## src/rtl/rhc_pkg.sv

```systemverilog
// Shared types, widths and arithmetic helpers of the RGB/HSV converter.
package rhc_pkg;

  localparam int CH_W       = 8;             // channel width
  localparam int HUE_W      = 11;            // hue width, 0..1535
  localparam int FRAC_W     = 8;             // fraction bits of a hue sector
  localparam int TDATA_W    = 56;            // packed payload, whole bytes
  localparam int DIV_STEPS  = 9;             // quotient bits of the hue/sat divider
  localparam int BE_STAGES  = DIV_STEPS + 1; // back-end register stages before output

  localparam logic FUNC_TO_HSV = 1'b0;
  localparam logic FUNC_TO_RGB = 1'b1;

  localparam logic [1:0] OFF_RED   = 2'd0;
  localparam logic [1:0] OFF_GREEN = 2'd1;
  localparam logic [1:0] OFF_BLUE  = 2'd2;

  localparam logic [HUE_W:0]    HUE_TURN  = 12'd1536;
  localparam logic [15:0]       DEN_QT    = 16'd65280;
  localparam logic [CH_W:0]     SECT      = 9'd256;
  localparam logic [CH_W-1:0]   CMAX      = 8'd255;

  // Classified item handed from the front end to the back end.
  typedef struct packed {
    logic             func;
    logic             grey;
    logic             neg;
    logic [1:0]       off_code;
    logic [CH_W-1:0]  diff;
    logic [CH_W-1:0]  delta;
    logic [CH_W-1:0]  v;       // max for the forward path, value for the reverse path
    logic [2:0]       sector;
    logic [FRAC_W-1:0] frac;
    logic [CH_W-1:0]  sat;
  } cmd_t;

  // Truncated x / 255 for a 16-bit x: reciprocal estimate by 257/65536,
  // which is low by at most one, then a single correction.
  function automatic logic [CH_W-1:0] div255_est(input logic [15:0] x);
    logic [24:0] acc;
    acc = {1'b0, x, 8'b0} + {9'b0, x};
    return acc[23:16];
  endfunction

  function automatic logic [CH_W-1:0] div255_fix(input logic [15:0] x,
                                                 input logic [CH_W-1:0] est);
    logic [16:0] prod;
    logic [16:0] rem;
    prod = {1'b0, est, 8'b0} - {9'b0, est};
    rem  = {1'b0, x} - prod;
    return (rem >= 17'd255) ? est + 8'd1 : est;
  endfunction

endpackage

```

## src/rtl/rhc_front.sv

```systemverilog
// Front end: registers each pixel and classifies it for the back end.
module rhc_front (
  input  logic                      clk_i,
  input  logic                      rst_ni,
  input  logic                      valid_i,
  output logic                      ready_o,
  input  logic                      func_i,
  input  logic [rhc_pkg::TDATA_W-1:0] data_i,
  output logic                      push_o,
  input  logic                      full_i,
  output rhc_pkg::cmd_t             cmd_o
);
  import rhc_pkg::*;

  logic          valid_q;
  cmd_t          cmd_q, cmd_d;
  logic [CH_W-1:0] r, g, b, mx, mn, a, c;
  logic [HUE_W-1:0] hue;

  assign r   = data_i[7:0];
  assign g   = data_i[15:8];
  assign b   = data_i[23:16];
  assign hue = data_i[34:24];

  always_comb begin
    mx = r;
    if (g > mx) mx = g;
    if (b > mx) mx = b;
    mn = r;
    if (g < mn) mn = g;
    if (b < mn) mn = b;
    cmd_d = '0;
    cmd_d.func  = func_i;
    cmd_d.delta = mx - mn;
    cmd_d.grey  = (mx == mn);
    if (mx == r) begin
      cmd_d.off_code = OFF_RED;
      a = g;
      c = b;
    end else if (mx == g) begin
      cmd_d.off_code = OFF_GREEN;
      a = b;
      c = r;
    end else begin
      cmd_d.off_code = OFF_BLUE;
      a = r;
      c = g;
    end
    cmd_d.neg  = (a < c);
    cmd_d.diff = (a < c) ? c - a : a - c;
    cmd_d.sector = hue[HUE_W-1:FRAC_W];
    cmd_d.frac   = hue[FRAC_W-1:0];
    cmd_d.sat    = data_i[42:35];
    cmd_d.v      = (func_i == FUNC_TO_RGB) ? data_i[50:43] : mx;
  end

  assign push_o  = valid_q && !full_i;
  assign ready_o = !valid_q || !full_i;
  assign cmd_o   = cmd_q;

  always_ff @(posedge clk_i or negedge rst_ni) begin
    if (!rst_ni) begin
      valid_q <= 1'b0;
    end else if (valid_i && ready_o) begin
      valid_q <= 1'b1;
    end else if (push_o) begin
      valid_q <= 1'b0;
    end
  end

  always_ff @(posedge clk_i) begin
    if (valid_i && ready_o) begin
      cmd_q <= cmd_d;
    end
  end

endmodule

```

## src/rtl/rhc_queue.sv

```systemverilog
// Two-entry queue of classified items between front and back end.
module rhc_queue (
  input  logic          clk_i,
  input  logic          rst_ni,
  input  logic          push_i,
  input  rhc_pkg::cmd_t cmd_i,
  output logic          full_o,
  input  logic          pop_i,
  output logic          empty_o,
  output rhc_pkg::cmd_t cmd_o
);
  import rhc_pkg::*;

  cmd_t       mem_q [2];
  logic       wr_q, rd_q;
  logic [1:0] cnt_q;

  assign full_o  = (cnt_q == 2'd2);
  assign empty_o = (cnt_q == 2'd0);
  assign cmd_o   = mem_q[rd_q];

  always_ff @(posedge clk_i or negedge rst_ni) begin
    if (!rst_ni) begin
      wr_q  <= 1'b0;
      rd_q  <= 1'b0;
      cnt_q <= 2'd0;
    end else begin
      if (push_i) wr_q <= ~wr_q;
      if (pop_i)  rd_q <= ~rd_q;
      if (push_i && !pop_i) begin
        cnt_q <= cnt_q + 2'd1;
      end else if (pop_i && !push_i) begin
        cnt_q <= cnt_q - 2'd1;
      end
    end
  end

  always_ff @(posedge clk_i) begin
    if (push_i) begin
      mem_q[wr_q] <= cmd_i;
    end
  end

endmodule

```

## src/rtl/rhc_back.sv

```systemverilog
// Back end: pipelined dividers and products, then the final result register.
module rhc_back (
  input  logic                        clk_i,
  input  logic                        rst_ni,
  input  logic                        empty_i,
  input  rhc_pkg::cmd_t               cmd_i,
  output logic                        pop_o,
  output logic                        valid_o,
  input  logic                        ready_i,
  output logic [rhc_pkg::TDATA_W-1:0] data_o
);
  import rhc_pkg::*;

  typedef struct packed {
    logic             func;
    logic             grey;
    logic             neg;
    logic [1:0]       off_code;
    logic [2:0]       sector;
    logic [CH_W-1:0]  v;
    logic [CH_W-1:0]  hdiv;
    logic [16:0]      hrem;
    logic [8:0]       hq;
    logic [16:0]      srem;
    logic [8:0]       sq;
    logic [15:0]      p_x;
    logic [15:0]      sf;
    logic [16:0]      sg;
    logic [23:0]      q_x;
    logic [23:0]      t_x;
    logic [CH_W-1:0]  pv;
    logic [CH_W-1:0]  qv;
    logic [CH_W-1:0]  tv;
  } stage_t;

  stage_t           pipe_q [BE_STAGES];
  stage_t           pipe_d [BE_STAGES];
  logic             vld_q  [BE_STAGES];
  logic             out_vld_q;
  logic [TDATA_W-1:0] out_q, out_d;
  logic             adv;
  logic [HUE_W-1:0] off, hue;
  logic [HUE_W:0]   hue_wrap;
  logic [CH_W-1:0]  ro, go, bo, so;
  stage_t           fin;

  // The whole back end moves as one pipeline whenever the output slot frees.
  assign adv     = !out_vld_q || ready_i;
  assign pop_o   = adv && !empty_i;
  assign valid_o = out_vld_q;
  assign data_o  = out_q;

  always_comb begin
    for (int k = 1; k < BE_STAGES; k++) begin
      pipe_d[k] = pipe_q[k-1];
    end
    // Entry stage: numerators and first products.
    pipe_d[0]          = '0;
    pipe_d[0].func     = cmd_i.func;
    pipe_d[0].grey     = cmd_i.grey;
    pipe_d[0].neg      = cmd_i.neg;
    pipe_d[0].off_code = cmd_i.off_code;
    pipe_d[0].sector   = cmd_i.sector;
    pipe_d[0].v        = cmd_i.v;
    pipe_d[0].hdiv     = cmd_i.delta;
    pipe_d[0].hrem     = {1'b0, cmd_i.diff, 8'b0};
    pipe_d[0].srem     = {1'b0, cmd_i.delta, 8'b0} - {9'b0, cmd_i.delta};
    pipe_d[0].p_x      = cmd_i.v * (CMAX - cmd_i.sat);
    pipe_d[0].sf       = cmd_i.sat * cmd_i.frac;
    pipe_d[0].sg       = cmd_i.sat * (SECT - {1'b0, cmd_i.frac});
    // One quotient bit of each divider per stage, most significant first.
    for (int k = 1; k < BE_STAGES; k++) begin
      if (pipe_q[k-1].hrem >= ({9'b0, pipe_q[k-1].hdiv} << (DIV_STEPS - k))) begin
        pipe_d[k].hrem = pipe_q[k-1].hrem - ({9'b0, pipe_q[k-1].hdiv} << (DIV_STEPS - k));
        pipe_d[k].hq   = {pipe_q[k-1].hq[7:0], 1'b1};
      end else begin
        pipe_d[k].hq   = {pipe_q[k-1].hq[7:0], 1'b0};
      end
      if (pipe_q[k-1].srem >= ({9'b0, pipe_q[k-1].v} << (DIV_STEPS - k))) begin
        pipe_d[k].srem = pipe_q[k-1].srem - ({9'b0, pipe_q[k-1].v} << (DIV_STEPS - k));
        pipe_d[k].sq   = {pipe_q[k-1].sq[7:0], 1'b1};
      end else begin
        pipe_d[k].sq   = {pipe_q[k-1].sq[7:0], 1'b0};
      end
    end
    // Reverse path: second products, then reciprocal estimates and corrections.
    pipe_d[1].q_x = pipe_q[0].v * (DEN_QT - pipe_q[0].sf);
    pipe_d[1].t_x = pipe_q[0].v * (DEN_QT - pipe_q[0].sg[15:0]);
    pipe_d[1].pv  = div255_est(pipe_q[0].p_x);
    pipe_d[2].pv  = div255_fix(pipe_q[1].p_x, pipe_q[1].pv);
    pipe_d[2].qv  = div255_est(pipe_q[1].q_x[23:8]);
    pipe_d[2].tv  = div255_est(pipe_q[1].t_x[23:8]);
    pipe_d[3].qv  = div255_fix(pipe_q[2].q_x[23:8], pipe_q[2].qv);
    pipe_d[3].tv  = div255_fix(pipe_q[2].t_x[23:8], pipe_q[2].tv);
  end

  // Final assembly of the result word.
  always_comb begin
    fin      = pipe_q[BE_STAGES-1];
    off      = {fin.off_code, 9'b0};
    hue_wrap = {1'b0, off} + HUE_TURN - {3'b0, fin.hq};
    if (fin.grey) begin
      hue = '0;
    end else if (!fin.neg) begin
      hue = off + {2'b0, fin.hq};
    end else if ({2'b0, fin.hq} > off) begin
      hue = hue_wrap[HUE_W-1:0];
    end else begin
      hue = off - {2'b0, fin.hq};
    end
    so = (fin.v == '0) ? '0 : fin.sq[CH_W-1:0];
    case (fin.sector)
      3'd1: begin ro = fin.qv; go = fin.v;  bo = fin.pv; end
      3'd2: begin ro = fin.pv; go = fin.v;  bo = fin.tv; end
      3'd3: begin ro = fin.pv; go = fin.qv; bo = fin.v;  end
      3'd4: begin ro = fin.tv; go = fin.pv; bo = fin.v;  end
      3'd5: begin ro = fin.v;  go = fin.pv; bo = fin.qv; end
      default: begin ro = fin.v; go = fin.tv; bo = fin.pv; end
    endcase
    if (fin.func == FUNC_TO_RGB) begin
      out_d = {5'b0, 8'b0, 8'b0, 11'b0, bo, go, ro};
    end else begin
      out_d = {5'b0, fin.v, so, hue, 8'b0, 8'b0, 8'b0};
    end
  end

  always_ff @(posedge clk_i or negedge rst_ni) begin
    if (!rst_ni) begin
      for (int k = 0; k < BE_STAGES; k++) vld_q[k] <= 1'b0;
      out_vld_q <= 1'b0;
    end else if (adv) begin
      vld_q[0] <= !empty_i;
      for (int k = 1; k < BE_STAGES; k++) vld_q[k] <= vld_q[k-1];
      out_vld_q <= vld_q[BE_STAGES-1];
    end
  end

  always_ff @(posedge clk_i) begin
    if (adv) begin
      for (int k = 0; k < BE_STAGES; k++) pipe_q[k] <= pipe_d[k];
      out_q <= out_d;
    end
  end

endmodule

```

## src/rtl/rgb_hsv_converter_core.sv

```systemverilog
// Top level of the per-pixel RGB/HSV converter.
//
//  channel   dir  handshake                      payload
//  s_axis    in   s_axis_tvalid / s_axis_tready  tdata: pixel, tuser: func
//  m_axis    out  m_axis_tvalid / m_axis_tready  tdata: converted pixel
//
// One pixel is accepted per clock when the output is taken every clock.
// From input transfer to output valid the path runs through one front-end
// register, one queue slot, ten back-end stages set by the nine-bit
// restoring dividers of hue and saturation, and the output register.
// Reset clears all valid flags and the queue; payload registers are not reset.
// A stall on m_axis freezes the back end; the queue and front register keep
// accepting up to three more pixels before s_axis_tready drops.
module rgb_hsv_converter_core (
  input  logic                        clk_i,
  input  logic                        rst_ni,
  input  logic                        s_axis_tvalid,
  output logic                        s_axis_tready,
  // [7:0] in_red, [15:8] in_green, [23:16] in_blue, [34:24] in_hue,
  // [42:35] in_sat, [50:43] in_val, rest zero
  input  logic [rhc_pkg::TDATA_W-1:0] s_axis_tdata,
  // [0] func
  input  logic                        s_axis_tuser,
  output logic                        m_axis_tvalid,
  input  logic                        m_axis_tready,
  // [7:0] out_red, [15:8] out_green, [23:16] out_blue, [34:24] out_hue,
  // [42:35] out_sat, [50:43] out_val, rest zero
  output logic [rhc_pkg::TDATA_W-1:0] m_axis_tdata
);
  import rhc_pkg::*;

  cmd_t fe_cmd, q_cmd;
  logic push, full, pop, empty;

  // Front end classifies the pixel: max/min, hue sector offset, sign of the
  // hue difference, or the sector and fraction of an incoming hue.
  rhc_front u_front (
    .clk_i   (clk_i),
    .rst_ni  (rst_ni),
    .valid_i (s_axis_tvalid),
    .ready_o (s_axis_tready),
    .func_i  (s_axis_tuser),
    .data_i  (s_axis_tdata),
    .push_o  (push),
    .full_i  (full),
    .cmd_o   (fe_cmd)
  );

  // The queue lets the front end keep taking pixels while the back end stalls.
  rhc_queue u_queue (
    .clk_i   (clk_i),
    .rst_ni  (rst_ni),
    .push_i  (push),
    .cmd_i   (fe_cmd),
    .full_o  (full),
    .pop_i   (pop),
    .empty_o (empty),
    .cmd_o   (q_cmd)
  );

  // The back end runs the divisions and products and drives the output.
  rhc_back u_back (
    .clk_i   (clk_i),
    .rst_ni  (rst_ni),
    .empty_i (empty),
    .cmd_i   (q_cmd),
    .pop_o   (pop),
    .valid_o (m_axis_tvalid),
    .ready_i (m_axis_tready),
    .data_o  (m_axis_tdata)
  );

endmodule
```

## config.mk

```make
export PLATFORM = sky130hd
export DESIGN_NAME = rgb_hsv_converter_core
export DESIGN_NICKNAME = d
export VERILOG_FILES = /design/src/rtl/rhc_pkg.sv /design/src/rtl/rhc_front.sv /design/src/rtl/rhc_queue.sv /design/src/rtl/rhc_back.sv /design/src/rtl/rgb_hsv_converter_core.sv
export SDC_FILE = /design/constraint.sdc
export NUM_CORES = 2
export LEC_CHECK = 0
export ABC_AREA = 0
export BUFFER_PORTS_ARGS = -buffer_cell sky130_fd_sc_hd__buf_4
export CORE_ASPECT_RATIO = 1.5
export CORE_MARGIN = 3
export CORE_UTILIZATION = 50
export DETAILED_ROUTE_END_ITERATION = 7
export GPL_ROUTABILITY_DRIVEN = 0
export GPL_TIMING_DRIVEN = 1
export PLACE_DENSITY = 0.74
export SLEW_MARGIN = 15
export SYNTH_ARGS = -nofsm -noshare
export SYNTH_HDL_FRONTEND = slang
export SYNTH_SLANG_ARGS = --single-unit
```

## constraint.sdc

```tcl
create_clock -name clk_i -period 41.5 [get_ports clk_i]
set_input_delay 10.375 -clock clk_i [delete_from_list [all_inputs] [get_ports clk_i]]
set_output_delay 10.375 -clock clk_i [all_outputs]
set_load 0.05 [all_outputs]
```

==> results.toml <==
[outcome]
run_status = "completed"

[synth]
synth_xor_area_share_pct = 4.28
dominant_combinational_cell_family_by_area_after_synthesis = "adder cells"
postSynth.asyncResetShare_pct = 1.45
ys_seq_elements = 1103
netlist_instances = 5525
syn-cell-area_mm2 = 0.0656
synth-compound-area-share_pct = 7.78
post_synth_fa_ha_maj_area_fraction_pct = 19.4
synth_edf_count = 1087
muxShareOfSynthArea_pct = 2.40
number_of_warnings_printed_during_yosys_synthesis = 0
synth_top_flop_cell = "sky130_fd_sc_hd__edfxtp_1"
synth.avg_cell_area_um2 = 11.9
synth.lib_cells_used.distinct = 89
yosys.area_share.simple_pct = 10.8
yosysSeqAreaShare_pct = 50.3

[cts]
cts.hold.buffers_added = 0
insertion_delay_ns = 0.73
cts_tree = "yes"
cts_buffers = 99
cts.sink_count = 1103
clk_pin_slew_ns = 0.06
cts-root-buf = "sky130_fd_sc_hd__clkbuf_16"
cts_post_setup_buffers_inserted = 0
clock_tree.buffer_depth = 3
ctsHtreeMaxLevel = 3
ctsResizeCount = 0

[run]
cap_viol_max_count = 0

[worst_setup_path]
worst-r2r-setup-slack_ns = 34.22
cp.required_ns = 41.97
r2r_endpoint = "u_back.pipe_q[1][71]$_DFFE_PP_"
worst_path_largest_cell_delay_ns = 0.70
cpLargestDelayFamily = "compound AO/OA/AOI/OAI gates"
type_of_destination_of_the_critical_path = "register"
worstPathBufferInverterCount = 4
reg2reg_launch_point = "u_back.pipe_q[0][89]$_DFFE_PP_"
critical-path-top-cell-by-count = "sky130_fd_sc_hd__a21oi_1"
arrival_ns = 18.65
cell_with_the_biggest_individual_delay_on_the_critical_path = "sky130_fd_sc_hd__or2_1"
critPathMaxFanout = 32
worst-setup-path-type = "in2reg"
worstSetupStartpointType = "input pin"
r2r_cells = 20

[timing]
fin_max_slew_vios = 0
fin_crit_sh_pct = 43.8
achievable-frequency_ghz = 0.0550
timing.final.setup_violations = 0
hold_viol_final = 0
setup_total_negative_slack_ns = 0
worst_clock_skew_ns = 0.0501
setup_repair_after_global_routing_missed_its_margin = "no"
max_slew.worst_pin.slew_ns = 1.10
slew-limit-headroom_pct = 24.9
final.min_clock_period_ns = 18.18

[detailed_routing]
drt_drc_violations_left = 0
drt-wirelength-per-cell_um = 16.1
detail-route-antenna-nets = 0
drt_first_iter_violations = 2047
vias_per_cell = 5.38
firstDrtPassIters = 5
vias = 40100
route.final.wire_length_um = 120000

[cells_and_area]
final_common_cell = "sky130_fd_sc_hd__edfxtp_1"
final-seq-area_mm2 = 0.0330
finish.utilization_pct = 55.2
flow.area_growth_from_synthesis_pct = 9.46
number_of_fill_cells = 10600
post_route_cells_drive_above_1_share_pct = 7.24
multi_input_comb_area_mm2 = 0.0294
layout.nets = 6528
mostFrequentLayoutCells = "1087 x sky130_fd_sc_hd__edfxtp_1, 722 x sky130_fd_sc_hd__inv_1, 476 x sky130_fd_sc_hd__ha_1, 447 x sky130_fd_sc_hd__nand2_1, 379 x sky130_fd_sc_hd__nor2_1"

[floorplan]
rows = 162
top_level_ports = 119
floorplan.die_area_mm2 = 0.136
initial_utilization_pct = 50.4
design.core.area_mm2 = 0.130
die_w_um = 302
die-height_um = 450

[min_path]
hp-start = "u_back.pipe_q[8][21]$_DFFE_PP_"
min_path_type = "reg2reg"
timing.hold.worst_endpoint = "u_back.pipe_q[9][21]$_DFFE_PP_"
hold-path-cell-count = 0

[grt]
gr-usage-met1_pct = 18.8
total_routing_resource_utilization_after_global_routing_pct = 17.8
grt_max_degree = 196
grt_remaining_overflow = 0
groute.layer.met2.usage_pct = 33.7
number_of_antenna_violations_at_the_first_check_in_global_routing = 1
wire_length_of_the_first_global_routing_pass_um = 198000
grt.busiest_layer = "met2"
grt_util_met3_pct = 2.30
first_global_vias = 41400

[place]
dpl.hpwl_um = 89000
portBuffers = 108
[logic make-up after synthesis]
logic type	Yosys count
buffers and inverters	853
other	1
muxes	148
AOI/OAI and AO/OA	810
xor gates and xnor gates	321
and+or+nand+nor	1473
adders and majority gates	816
DFF	1103
[cell usage after synthesis (all sizes together) (12+ instances only)]
| cell type | number | area (um^2) |
|---|---|---|
| nor3 | 72 | 370 |
| mux2i | 72 | 721 |
| xnor2 | 197 | 1730 |
| nand2b | 89 | 557 |
| inv | 723 | 2710 |
| dfrtp | 16 | 400 |
| a21boi | 35 | 263 |
| or4 | 12 | 93.8 |
| nor4 | 40 | 250 |
| ha | 476 | 5960 |
| edfxtp | 1087 | 32600 |
| nand4 | 40 | 250 |
| or3 | 13 | 81.3 |
| a21o | 94 | 706 |
| nand2 | 447 | 1680 |
| o211ai | 15 | 113 |
| o22ai | 19 | 119 |
| nor2b | 71 | 444 |
| and3 | 27 | 174 |
| buf | 27 | 143 |
| a211oi | 20 | 150 |
| xor2 | 124 | 1090 |
| fa | 340 | 6810 |
| nand3 | 88 | 440 |
| mux2 | 76 | 856 |
| o21ai | 226 | 1130 |
| o31ai | 23 | 173 |
| clkbuf | 102 | 383 |
| o21a | 28 | 210 |
| nor2 | 381 | 1430 |
| a21oi | 232 | 1160 |
| and2 | 138 | 863 |
[per-layer routing]
| metal | vias to the layer above | share of wire [%] |
|---|---|---|
| met5 | - | 0 |
| met4 | 0 | 6.0 |
| met3 | 366 | 3.9 |
| met2 | 972 | 53 |
| met1 | 19400 | 37 |
| li1 | 19400 | - |
[flip-flops by register name, indices dropped and copies added (netlist names)]
name             cells
u_front.valid_q      1
u_back.valid_o       1
u_back.data_o       51
u_queue.rd_q         1
u_queue.cnt_q        2
u_back.vld_q        10
u_queue.wr_q         1
u_queue.mem_q       96
u_front.cmd_o       48
u_back.pipe_q      892
[metrics by stage]
step                std cells  instance area, um^2  setup slack [ns]  hold slack [ns]
detailed placement       7272                68500             22.76            0.405
CTS                      7455                71800             23.54            0.386
global placement         7272                68500             22.85            0.401
finish                   7456                71900             23.32            0.393
floorplan                5530                65700              1.99            0.400
global route             7456                71900             22.85            0.404
[cell type report]
cell class                 instances  share of cell area (%)
sequential                      1103                    46.0
multi-input combinational       3574                    40.9
inverter                         724                    3.78
clock buffer                     107                    3.49
tap                             1722                    3.00
timing repair buffer             149                    1.59
clock inverter                    76                    1.22
antenna                            1                 0.00348
[worst max path at each step]
stage,start,to,cells past startpoint
floorplan,m_axis_tready,u_back.vld_q[0]$_DFFE_PN0P_,3
global placement,s_axis_tdata[6],u_front.cmd_o[42]$_DFFE_PP_,31
detailed placement,s_axis_tdata[6],u_front.cmd_o[42]$_DFFE_PP_,31
CTS,s_axis_tdata[6],u_front.cmd_o[42]$_DFFE_PP_,31
global route,s_axis_tdata[6],u_front.cmd_o[42]$_DFFE_PP_,31
finish,s_axis_tdata[6],u_front.cmd_o[42]$_DFFE_PP_,30
Power is not shown: default switching activity piles up to over one toggle a cycle in this logic, so the estimate is an artifact.
